==> src/hdl/spr_pkg.sv <==
// ----------------------------------------------------------------------------
// spr_pkg
// Shared types and constants of the stream pattern replace block: item
// payloads, register indexes, sizes and controller/datapath interfaces.
// ----------------------------------------------------------------------------
package spr_pkg;

   // Sizes
   localparam int BYTE_W      = 8;
   localparam int MAX_PATTERN = 8;
   localparam int MAX_REPLACE = 8;
   localparam int HOLD_DEPTH  = MAX_PATTERN;
   localparam int MAX_OUT     = (MAX_PATTERN > MAX_REPLACE) ? MAX_PATTERN : MAX_REPLACE;
   localparam int POS_W       = (HOLD_DEPTH > 1) ? $clog2(HOLD_DEPTH) : 1;
   localparam int REP_W       = (MAX_REPLACE > 1) ? $clog2(MAX_REPLACE) : 1;
   localparam int CNT_W       = $clog2(MAX_OUT + 1);
   localparam int LEN_W       = 4;
   localparam int STR_W       = 64;
   localparam int CSR_IDX_W   = 8;
   localparam int CSR_DATA_W  = 64;

   // Register indexes
   localparam logic [CSR_IDX_W-1:0] CSR_PATTERN_LEN   = CSR_IDX_W'(0);
   localparam logic [CSR_IDX_W-1:0] CSR_PATTERN_BYTES = CSR_IDX_W'(1);
   localparam logic [CSR_IDX_W-1:0] CSR_REPLACE_LEN   = CSR_IDX_W'(2);
   localparam logic [CSR_IDX_W-1:0] CSR_REPLACE_BYTES = CSR_IDX_W'(3);

   // Item payloads
   typedef struct packed {
      logic [BYTE_W-1:0] in_byte;
      logic              end_of_stream;
   } req_payload_type;

   typedef struct packed {
      logic [BYTE_W-1:0] out_byte;
      logic              run_last;
   } rsp_payload_type;

   // Controller to datapath commands
   typedef struct packed {
      logic load;     // take the input item into the match window
      logic analyze;  // compare window against pattern, register the plan
      logic emit;     // push one output byte into the output register
      logic commit;   // keep the unmatched tail as held bytes
   } spr_cmd_type;

   // Datapath to controller status
   typedef struct packed {
      logic plan_empty; // the plan being registered produces no output byte
      logic emit_last;  // the next emitted byte is the last of this item
      logic out_free;   // the output register can take a byte this cycle
   } spr_status_type;

endpackage

==> src/hdl/stream_pattern_replace.sv <==
// ----------------------------------------------------------------------------
// stream_pattern_replace
// Streaming find-and-replace of a configured byte pattern in a byte stream.
// ----------------------------------------------------------------------------
// Each input item is accepted, then the window of held bytes plus the new
// byte is compared against the pattern, then its output bytes (0 to 8) pass
// one at a time through the output register, and then the unmatched tail is
// kept as held bytes. The emit step stalls while the output register is full
// and not taken. A new item is accepted while the last output byte still
// waits in the output register. Every leftmost, non-overlapping match is
// replaced; bytes that can still start a match are held until decided, and
// end_of_stream flushes them.
// Configuration writes are always accepted, should be issued between streams,
// and any write to a valid index discards the held bytes. No clearing pass.
// ----------------------------------------------------------------------------
module stream_pattern_replace
   import spr_pkg::*;
(
   input  logic                  clock,
   input  logic                  reset,
   input  logic                  req_valid,
   output logic                  req_ready,
   input  req_payload_type       req_data,
   output logic                  rsp_valid,
   input  logic                  rsp_ready,
   output rsp_payload_type       rsp_data,
   input  logic                  csr_valid,
   output logic                  csr_ready,
   input  logic [CSR_IDX_W-1:0]  csr_index,
   input  logic [CSR_DATA_W-1:0] csr_wdata
);

   spr_cmd_type    cmd;
   spr_status_type status;

   assign csr_ready = 1'b1;

   spr_ctrl u_ctrl (
      .clock     (clock),
      .reset     (reset),
      .req_valid (req_valid),
      .req_ready (req_ready),
      .status    (status),
      .cmd       (cmd)
   );

   spr_datapath u_datapath (
      .clock     (clock),
      .reset     (reset),
      .cmd       (cmd),
      .status    (status),
      .req_data  (req_data),
      .csr_valid (csr_valid),
      .csr_index (csr_index),
      .csr_wdata (csr_wdata),
      .rsp_valid (rsp_valid),
      .rsp_ready (rsp_ready),
      .rsp_data  (rsp_data)
   );

endmodule

==> src/hdl/spr_ctrl.sv <==
// ----------------------------------------------------------------------------
// spr_ctrl
// Sequencer of the stream pattern replace block: accept, analyze, emit the
// output bytes one per cycle unless stalled, then commit the held bytes.
// ----------------------------------------------------------------------------
module spr_ctrl
   import spr_pkg::*;
(
   input  logic           clock,
   input  logic           reset,
   input  logic           req_valid,
   output logic           req_ready,
   input  spr_status_type status,
   output spr_cmd_type    cmd
);

   typedef enum logic [3:0] {
      ST_IDLE    = 4'b0001,
      ST_ANALYZE = 4'b0010,
      ST_EMIT    = 4'b0100,
      ST_COMMIT  = 4'b1000
   } state_type;

   state_type state_ff;
   state_type state_in;

   // Next state and commands
   always_comb begin
      state_in    = state_ff;
      cmd         = '0;
      req_ready   = 1'b0;
      unique case (state_ff)
         ST_IDLE: begin
            req_ready = 1'b1;
            if (req_valid) begin
               cmd.load = 1'b1;
               state_in = ST_ANALYZE;
            end
         end
         ST_ANALYZE: begin
            cmd.analyze = 1'b1;
            state_in    = status.plan_empty ? ST_COMMIT : ST_EMIT;
         end
         ST_EMIT: begin
            // hold until the output register has room
            if (status.out_free) begin
               cmd.emit = 1'b1;
               if (status.emit_last) begin
                  state_in = ST_COMMIT;
               end
            end
         end
         ST_COMMIT: begin
            cmd.commit = 1'b1;
            state_in   = ST_IDLE;
         end
         default: begin
            state_in = ST_IDLE;
         end
      endcase
   end

   always_ff @(posedge clock) begin
      if (reset) begin
         state_ff <= ST_IDLE;
      end else begin
         state_ff <= state_in;
      end
   end

endmodule

==> src/hdl/spr_datapath.sv <==
// ----------------------------------------------------------------------------
// spr_datapath
// Configuration registers, match window with held bytes, match analysis,
// output byte selection and the output register.
// ----------------------------------------------------------------------------
module spr_datapath
   import spr_pkg::*;
(
   input  logic                  clock,
   input  logic                  reset,
   input  spr_cmd_type           cmd,
   output spr_status_type        status,
   input  req_payload_type       req_data,
   input  logic                  csr_valid,
   input  logic [CSR_IDX_W-1:0]  csr_index,
   input  logic [CSR_DATA_W-1:0] csr_wdata,
   output logic                  rsp_valid,
   input  logic                  rsp_ready,
   output rsp_payload_type       rsp_data
);

   localparam int PAT_CAP = (MAX_PATTERN < 8) ? MAX_PATTERN : 8;
   localparam int REP_CAP = (MAX_REPLACE < 8) ? MAX_REPLACE : 8;

   // Clamp the pattern length to 1..PAT_CAP
   function automatic logic [LEN_W-1:0] pat_len_clamp(input logic [LEN_W-1:0] v);
      logic [LEN_W-1:0] l;
      l = v;
      if (l == '0) l = LEN_W'(1);
      if (l > LEN_W'(PAT_CAP)) l = LEN_W'(PAT_CAP);
      return l;
   endfunction

   // Clamp the replacement length to 0..REP_CAP
   function automatic logic [LEN_W-1:0] rep_len_clamp(input logic [LEN_W-1:0] v);
      logic [LEN_W-1:0] r;
      r = v;
      if (r > LEN_W'(REP_CAP)) r = LEN_W'(REP_CAP);
      return r;
   endfunction

   // Configuration
   logic [LEN_W-1:0] pat_len_ff;
   logic [STR_W-1:0] pat_bytes_ff;
   logic [LEN_W-1:0] rep_len_ff;
   logic [STR_W-1:0] rep_bytes_ff;

   // Window and plan
   logic [BYTE_W-1:0] buf_ff [HOLD_DEPTH];
   logic [BYTE_W-1:0] buf_in [HOLD_DEPTH];
   logic [CNT_W-1:0]  held_count_ff;
   logic [CNT_W-1:0]  n_ff;
   logic              eos_ff;
   logic              full_ff;
   logic              full_in;
   logic [CNT_W-1:0]  stop_ff;
   logic [CNT_W-1:0]  stop_in;
   logic [CNT_W-1:0]  cnt_ff;
   logic [CNT_W-1:0]  cnt_in;
   logic [CNT_W-1:0]  idx_ff;
   logic [HOLD_DEPTH-1:0] hit;

   // Output register
   logic              rsp_valid_ff;
   rsp_payload_type   rsp_data_ff;
   rsp_payload_type   emit_data;

   // Mark each window position whose tail is a prefix of the pattern
   always_comb begin
      for (int j = 0; j < HOLD_DEPTH; j++) begin
         hit[j] = (CNT_W'(j) < n_ff);
         for (int k = 0; k < HOLD_DEPTH; k++) begin
            if (j + k < HOLD_DEPTH) begin
               if ((CNT_W'(j + k) < n_ff) &&
                   (buf_ff[j + k] != pat_bytes_ff[BYTE_W*k +: BYTE_W])) begin
                  hit[j] = 1'b0;
               end
            end
         end
      end
   end

   // Plan: full match replaces the window, at end of stream emit it all, else emit up to the first hit
   always_comb begin
      full_in = hit[0] && (n_ff == CNT_W'(pat_len_ff));
      stop_in = n_ff;
      for (int j = HOLD_DEPTH - 1; j >= 0; j--) begin
         if (hit[j]) stop_in = CNT_W'(j);
      end
      if (full_in) stop_in = n_ff;
      if (full_in) begin
         cnt_in = CNT_W'(rep_len_ff);
      end else if (eos_ff) begin
         cnt_in = n_ff;
      end else begin
         cnt_in = stop_in;
      end
   end

   // Drop the emitted part of the window, keep the tail at position zero
   always_comb begin
      for (int m = 0; m < HOLD_DEPTH; m++) begin
         buf_in[m] = buf_ff[m];
         for (int s = 1; s <= HOLD_DEPTH; s++) begin
            if ((stop_ff == CNT_W'(s)) && (m + s < HOLD_DEPTH)) begin
               buf_in[m] = buf_ff[m + s];
            end
         end
      end
   end

   // Select the next output byte
   always_comb begin
      if (full_ff) begin
         emit_data.out_byte = rep_bytes_ff[BYTE_W*idx_ff[REP_W-1:0] +: BYTE_W];
      end else begin
         emit_data.out_byte = buf_ff[idx_ff[POS_W-1:0]];
      end
      emit_data.run_last = (idx_ff == cnt_ff - CNT_W'(1));
   end

   assign status.plan_empty = (cnt_in == '0);
   assign status.emit_last  = emit_data.run_last;
   assign status.out_free   = !rsp_valid_ff || rsp_ready;

   // Configuration registers
   always_ff @(posedge clock) begin
      if (reset) begin
         pat_len_ff    <= LEN_W'(1);
         pat_bytes_ff  <= '0;
         rep_len_ff    <= '0;
         rep_bytes_ff  <= '0;
      end else if (csr_valid) begin
         unique case (csr_index)
            CSR_PATTERN_LEN: begin
               pat_len_ff    <= pat_len_clamp(csr_wdata[LEN_W-1:0]);
            end
            CSR_PATTERN_BYTES: begin
               pat_bytes_ff  <= csr_wdata[STR_W-1:0];
            end
            CSR_REPLACE_LEN: begin
               rep_len_ff    <= rep_len_clamp(csr_wdata[LEN_W-1:0]);
            end
            CSR_REPLACE_BYTES: begin
               rep_bytes_ff  <= csr_wdata[STR_W-1:0];
            end
            default: begin
            end
         endcase
      end
   end

   // Held count: drop on any write to a known register, else keep the tail
   always_ff @(posedge clock) begin
      if (reset) begin
         held_count_ff <= '0;
      end else if (csr_valid && (csr_index <= CSR_REPLACE_BYTES)) begin
         held_count_ff <= '0;
      end else if (cmd.commit) begin
         held_count_ff <= eos_ff ? '0 : (n_ff - stop_ff);
      end
   end

   // Window, plan and emit index
   always_ff @(posedge clock) begin
      if (cmd.load) begin
         buf_ff[held_count_ff[POS_W-1:0]] <= req_data.in_byte;
         n_ff   <= held_count_ff + CNT_W'(1);
         eos_ff <= req_data.end_of_stream;
      end
      if (cmd.analyze) begin
         full_ff <= full_in;
         stop_ff <= stop_in;
         cnt_ff  <= cnt_in;
         idx_ff  <= '0;
      end
      if (cmd.emit) begin
         idx_ff <= idx_ff + CNT_W'(1);
      end
      if (cmd.commit) begin
         buf_ff <= buf_in;
      end
   end

   // Output register: load on emit, clear when taken
   always_ff @(posedge clock) begin
      if (reset) begin
         rsp_valid_ff <= 1'b0;
      end else if (cmd.emit) begin
         rsp_valid_ff <= 1'b1;
      end else if (rsp_ready) begin
         rsp_valid_ff <= 1'b0;
      end
   end

   always_ff @(posedge clock) begin
      if (cmd.emit) begin
         rsp_data_ff <= emit_data;
      end
   end

   assign rsp_valid = rsp_valid_ff;
   assign rsp_data  = rsp_data_ff;

endmodule

==> config.mk <==
export PLATFORM = sky130hd
export DESIGN_NAME = stream_pattern_replace
export DESIGN_NICKNAME = d
export VERILOG_FILES = /design/src/hdl/spr_pkg.sv /design/src/hdl/stream_pattern_replace.sv /design/src/hdl/spr_ctrl.sv /design/src/hdl/spr_datapath.sv
export SDC_FILE = /design/constraint.sdc
export NUM_CORES = 1
export LEC_CHECK = 0
export BUFFER_PORTS_ARGS = -buffer_cell sky130_fd_sc_hd__buf_2
export CAP_MARGIN = 15
export CORE_AREA = 10 10 172 294
export DETAILED_ROUTE_END_ITERATION = 7
export DIE_AREA = 0 0 182 304
export HOLD_SLACK_MARGIN = 0.03
export SKIP_CTS_REPAIR_TIMING = 1
export SLEW_MARGIN = 20
export SYNTH_ARGS = -nofsm -noshare
export SYNTH_HDL_FRONTEND = slang
export SYNTH_SLANG_ARGS = --single-unit
==> constraint.sdc <==
create_clock -name clock -period 4.39 [get_ports clock]
set_input_delay 0 -clock clock [delete_from_list [all_inputs] [get_ports clock]]
set_output_delay 0 -clock clock [all_outputs]
set_load 0.05 [all_outputs]
* After elaboration in Yosys (flattened, before gate mapping)
Cells that the tools add are included.
Storage, ports and cells: flip-flop bits (word level) 236, latch bits 0, memory bits (writable) 0, memory bits (read-only) 0, output and inout bits 12, word-level logic and storage cells 275, memories 0
Cells by class: add/sub/neg operators 4, multipliers 0, div/mod/pow operators 0, magnitude comparators 14, eq/ne operators 62, shift operators 1, muxes and demuxes 107, bitwise logic cells 3, reduce and logical (&&, ||, !) cells 61
Operator list (count):
- inequality test 8 bit | 36
- 2-to-1 mux 8 bit | 32
- 2-to-1 mux 64 bit | 2
- 2-to-1 mux 4 bit | 24
- bitwise mux 64 bit | 1
- indexed part select 64 x 7 -> 8 bit | 1
- 2-to-1 mux 1 bit | 45
- logical AND 1 bit | 39
- binary-select mux 8 bit (select 3 bit) | 1
- demux 8 bit (select 3 bit) | 1
- AND reduction 2 bit | 12
- == test 4 x 3 -> 1 bit, second input constant | 5
- == test 8 x 2 -> 1 bit, second input constant | 2
- less-than comparator 3 x 4 -> 1 bit, first input constant | 4
- == test 4 x 2 -> 1 bit, second input constant | 3
- case mux 4 bit (3 select lines) | 1
- adder 4 x 1 -> 4 bit, second input constant | 2
- == test 4 x 1 -> 1 bit, second input constant | 2
- == test 4 bit | 2
- == test 8 x 1 -> 1 bit, second input constant | 1
- >= comparator 4 bit, second input constant | 2
- greater-than comparator 4 bit, second input constant | 2
- less-or-equal comparator 8 x 2 -> 1 bit, second input constant | 1
- logical NOT 4 bit | 2
- 22 further kinds | 29

* Logic depth before layout (Yosys ltp)
depth in word-level cells 17, gate-level depth with buffers 14

* Hierarchy
Synthesis repeated with hierarchy kept, for this count alone.
Unflattened totals: cells, all modules 1784, area total of the unflattened synthesis 15549.9 µm²
Modules (own cells, without submodules):
- spr_datapath | instances 1, cells an instance 1761, area each 15313.4 µm²
- spr_ctrl | instances 1, cells an instance 21, area each 225.2 µm²
- stream_pattern_replace | instances 1, cells an instance 2, area each 11.3 µm²

* Least setup slack after synthesis
No wires, ideal clock.
path type register to register, from register u_ctrl.state_ff[0], to register u_datapath.buf_ff[24] in the netlist's numbering, enable pin, data arrival time 3.779 ns, slack 0.298 ns, cell stages (with the launch flop) 7, buffers on the path 0, cell sequence dfxtp_1 > nor4b_1 > nand2_1 > inv_1 > nand3_1 > nor3_1 > a31o_2
RTL lines:
- start, declared | line spr_ctrl.sv:24 | state_type state_ff;
- start signal, assigned | line spr_ctrl.sv:67 | state_ff <= state_in;
- end signal, assigned by index | line spr_datapath.sv:167 | buf_ff[held_count_ff[POS_W-1:0]] <= req_data.in_byte;
- end signal, assigned | line spr_datapath.sv:181 | buf_ff <= buf_in;
- end, declared | line spr_datapath.sv:49 | logic [BYTE_W-1:0] buf_ff [HOLD_DEPTH];

* Worst setup path in the final report
from register u_datapath.buf_ff[5] in the netlist's numbering, to register u_ctrl.state_ff[3]
On the way: longest elaborated chain between the ends 17
Ends and longest elaborated chain:
- inequality test 8 bit | line spr_datapath.sv:75 | (buf_ff[j + k] != pat_bytes_ff[BYTE_W*k +: BYTE_W])) begin
- logical AND 1 bit | line spr_datapath.sv:74 | if ((CNT_W'(j + k) < n_ff) &&
- 2-to-1 mux 1 bit | line spr_datapath.sv:74
- 2-to-1 mux 4 bit (8 in a row) | line spr_datapath.sv:88 | if (hit[j]) stop_in = CNT_W'(j);
- 2-to-1 mux 4 bit | line spr_datapath.sv:90 | if (full_in) stop_in = n_ff;
- 2-to-1 mux 4 bit | line spr_datapath.sv:93 | end else if (eos_ff) begin
- 2-to-1 mux 4 bit * | line spr_datapath.sv:91 | if (full_in) begin
- logical NOT 4 bit * | line spr_datapath.sv:122 | assign status.plan_empty = (cnt_in == '0);
- 2-to-1 mux 4 bit * | line spr_ctrl.sv:42 | state_in = status.plan_empty ? ST_COMMIT : ST_EMIT;
- case mux 4 bit (3 select lines) * | line spr_ctrl.sv:32 | unique case (state_ff)
Every way passes the cells marked *; elsewhere a longest branch is shown, timed or not. A chain may end at the register's enable or synchronous reset.

==> reports/qor.txt <==
Worst-margin pin slew = 1.19 ns
CP Launch Type = flop
Comb power frac = 6.9%
Core footprint = 45,700 um^2
Initial antenna violation count = 0
# DRC = 1
Final worst setup slack = 0.827 ns
Count of buffers from port buffering = 96
Hold_sp = csr_index[3]
Storage element area = 5640 um^2
Top_reg_cell synth = dfxtp_1
LEAKAGE = 6.18 nW
Area of the multi-input gates = 9090 um^2
WP data arrival = 4.02 ns
Crit path kind = reg -> reg
GR Util All Layers = 22.7%
Die W = 182 um
Final slew viol count = 0
Post-Route WL = 66.5 mm
CTS tree = built
Hold Path Class = in -> reg
Clk slew on worst S/H paths = 0.07 ns
I/O pins = 98
Area growth from synthesis to final layout = 14.5%
Post-Syn Instances = 1,869
Root buffer cell = clkbuf_16
Final core utilization = 39.5%
Final setup violation count = 0
Vias in the first global route = 14,000
CP Data Required Time = 4.84 ns
Setup tns final = 0 ns
Design Area, Final = 18,100 um^2
Critical Path Source = u_datapath.buf_ff[5]
Mean Syn Cell Area = 8.44 um^2
Unrepaired setup endpoints after global routing = false
Clock skew = 0.0154 ns
Nets = 2,023
Drt pass-1 iters = 7
Top post-synthesis cells by area = dfxtp_1 (18%), edfxtp_1 (17%), xnor2_1 (13%)
Placed Area = 16,500 um^2
GPL Wtd Cong = 1.09
Synth Register Bits = 236
Final hold vios = 0
Reg-to-Reg Start = u_datapath.buf_ff[5]
Total congestion overflow = 0
Fin crit share = 81.2%
Pin count of the biggest net entering global routing = 73
Status = finished with violations
Critical path peak fanout = 16
Clk sinks = 236
Vias = 14,600
Pwr dens = 261 nW/um^2
Min cycle time layout = 3.56 ns
Biggest area consumer among synthesized cells = dfxtp_1
Post-synth EDFFs = 91
Slew HR = 20.9%
Drt first-iter violations = 1,243
Sw Pwr = 1.15 mW
Total clock buffers created by CTS = 24
Insertion delay to the later sink of the worst-skew pair = 0.56 ns
First-pass GRT wire length = 95.2 mm
Clk buf depth = 3
Cell internal pwr = 3.55 mW
Post-synth cell types = 74
Dpl ws = 0.932 ns
Most frequent cells after synthesis = nand2_1 (392), xnor2_1 (241), a21oi_1 (170), dfxtp_1 (145), o21ai_0 (113)
YS warnings = 0
Violated checks = DRC
Flop pwr share = 49.0%
Final HPWL DP = 48.0 mm
Async set-reset flop share out of synthesis = 0%
Synth Net Count = 1,962
Sequential element share of the synthesized area = 35.7%
Layout cells sized above 1 = 14.5%
Fmax = 281 MHz
Layout fillers = 4,596
Clk pwr share = 44.1%
Row cnt = 104
Die Area = 55,300 um^2
# Max-Cap Violations = 0
Chip height = 304 um
Crit. End Element = flop
Antenna Nets Post-Route = 0
DR vias/cell = 5.77
Htree depth = 1
Initial Util = 34.5%
Mapped Area = 15,800 um^2
WL/cell = 26.3 um
Most common cell in the synthesized netlist = nand2_1
Worst IR drop on VDD = 263 uV
Sw frac = 24.5%
Post-synth top area share = 18.4%
==> final timing paths <==
check | endpoint | slack (ns) | cells after the start
hold / removal | u_datapath.pat_len_ff[2] | 0.05 | 5
setup reg to reg | u_ctrl.state_ff[3] | 0.83 | 10
hold reg to reg | u_datapath.rep_bytes_ff[18] | 0.45 | 2
setup / recovery | u_ctrl.state_ff[3] | 0.83 | 10
==> cell usage in the layout (no fill, tap or decap), types with 4 or more instances in the layout <==
cell type,count
nand2_1,392
xnor2_1,241
a21oi_1,170
dfxtp_1,145
o21ai_0,113
buf_2,95
edfxtp_1,91
dlygate4sd3_1,78
nor2_1,75
buf_4,65
xor2_1,61
nand4_1,60
nand3_1,41
mux4_2,40
clkbuf_16,26
nor3_1,22
inv_1,20
nor4_1,20
mux2i_1,17
a22o_1,16
o211ai_1,10
nand2b_1,8
a21o_1,8
a221oi_1,8
or2_2,7
a211oi_1,6
ha_1,6
nor3_2,5
o22ai_1,5
a31oi_1,5
a221o_1,5
clkinv_2,5
clkbuf_1,5
a22oi_1,4
and2_1,4
==> power by group through the flow <==
stage	clock network [mW]	logic (mW)	registers [mW]
finish	2.07	0.325	2.31
global route	2.17	0.343	2.31
CTS	2.10	0.265	2.31
detailed placement	0	0.264	2.35
global placement	0	0.263	2.35
floorplan	0	0.146	2.34
==> worst max-delay path, stage by stage (launching register included) <==
cell	delay, ns
edfxtp_1	1.13
xnor2_1	0.20
nand4_1	0.13
nor4_1	0.23
a21oi_1	0.09
nor4_2	0.57
or4_1	0.24
nor2_1	0.09
o31ai_2	0.29
nand4b_1	0.17
a2111oi_2	0.30
==> per-layer routing <==
layer / global-route usage [%] / routed length [um] / vias to the layer above
met4: 17.3 / 5810 / 0
li1: - / - / 6524
met3: 3.13 / 4240 / 246
met5: 0 / 0 / -
met1: 23.7 / 22800 / 7085
met2: 40.2 / 33700 / 755
==> sequential cells by signal, summed over array words and instances, names as in the netlist <==
register / count
u_datapath.n_ff: 4
u_datapath.eos_ff: 1
u_datapath.cnt_ff: 4
u_datapath.held_count_ff: 4
u_datapath.stop_ff: 4
u_datapath.pat_bytes_ff: 64
u_datapath.rep_bytes_ff: 64
u_datapath.rsp_data: 9
u_datapath.full_ff: 1
u_datapath.idx_ff: 4
u_ctrl.state_ff: 4
u_datapath.rep_len_ff: 4
u_datapath.rsp_valid: 1
u_datapath.pat_len_ff: 4
u_datapath.buf_ff: 64
==> kinds of logic after synthesis <==
group                    count (synthesis)  share of synthesized area, %
AND/OR/NAND/NOR                        662                          18.8
adder cells (fa/ha/maj)                  7                         0.603
buffers and inverters                  224                          6.94
flip-flops                             236                          35.7
multiplexers                            57                          6.79
AO/OA/AOI/OAI                          376                          13.8
other                                    1                        0.0238
XOR/XNOR                               306                          17.3
==> metrics by stage <==
stage          power, mW  std cells  hold WS [ns]
6_report            4.71       2531        0.0532
5_1_grt             4.82       2530        0.0820
4_1_cts             4.67       2452        -0.392
3_5_place_dp        2.62       2409         0.182
3_3_place_gp        2.62       2409         0.182
2_1_floorplan       2.48       1869        0.0989
==> final cells by class <==
cell class	count	share of cell area (%)
Timing Repair Buffer	239	9.77
Antenna cell	1	0.0139
Clock inverter	8	0.270
Inverter	20	0.416
Multi-Input combinational cell	1409	50.3
Tap cell	583	4.04
Sequential cell	236	31.2
Clock buffer	35	3.96
No activity file was read; power rests on OpenSTA's default activity.
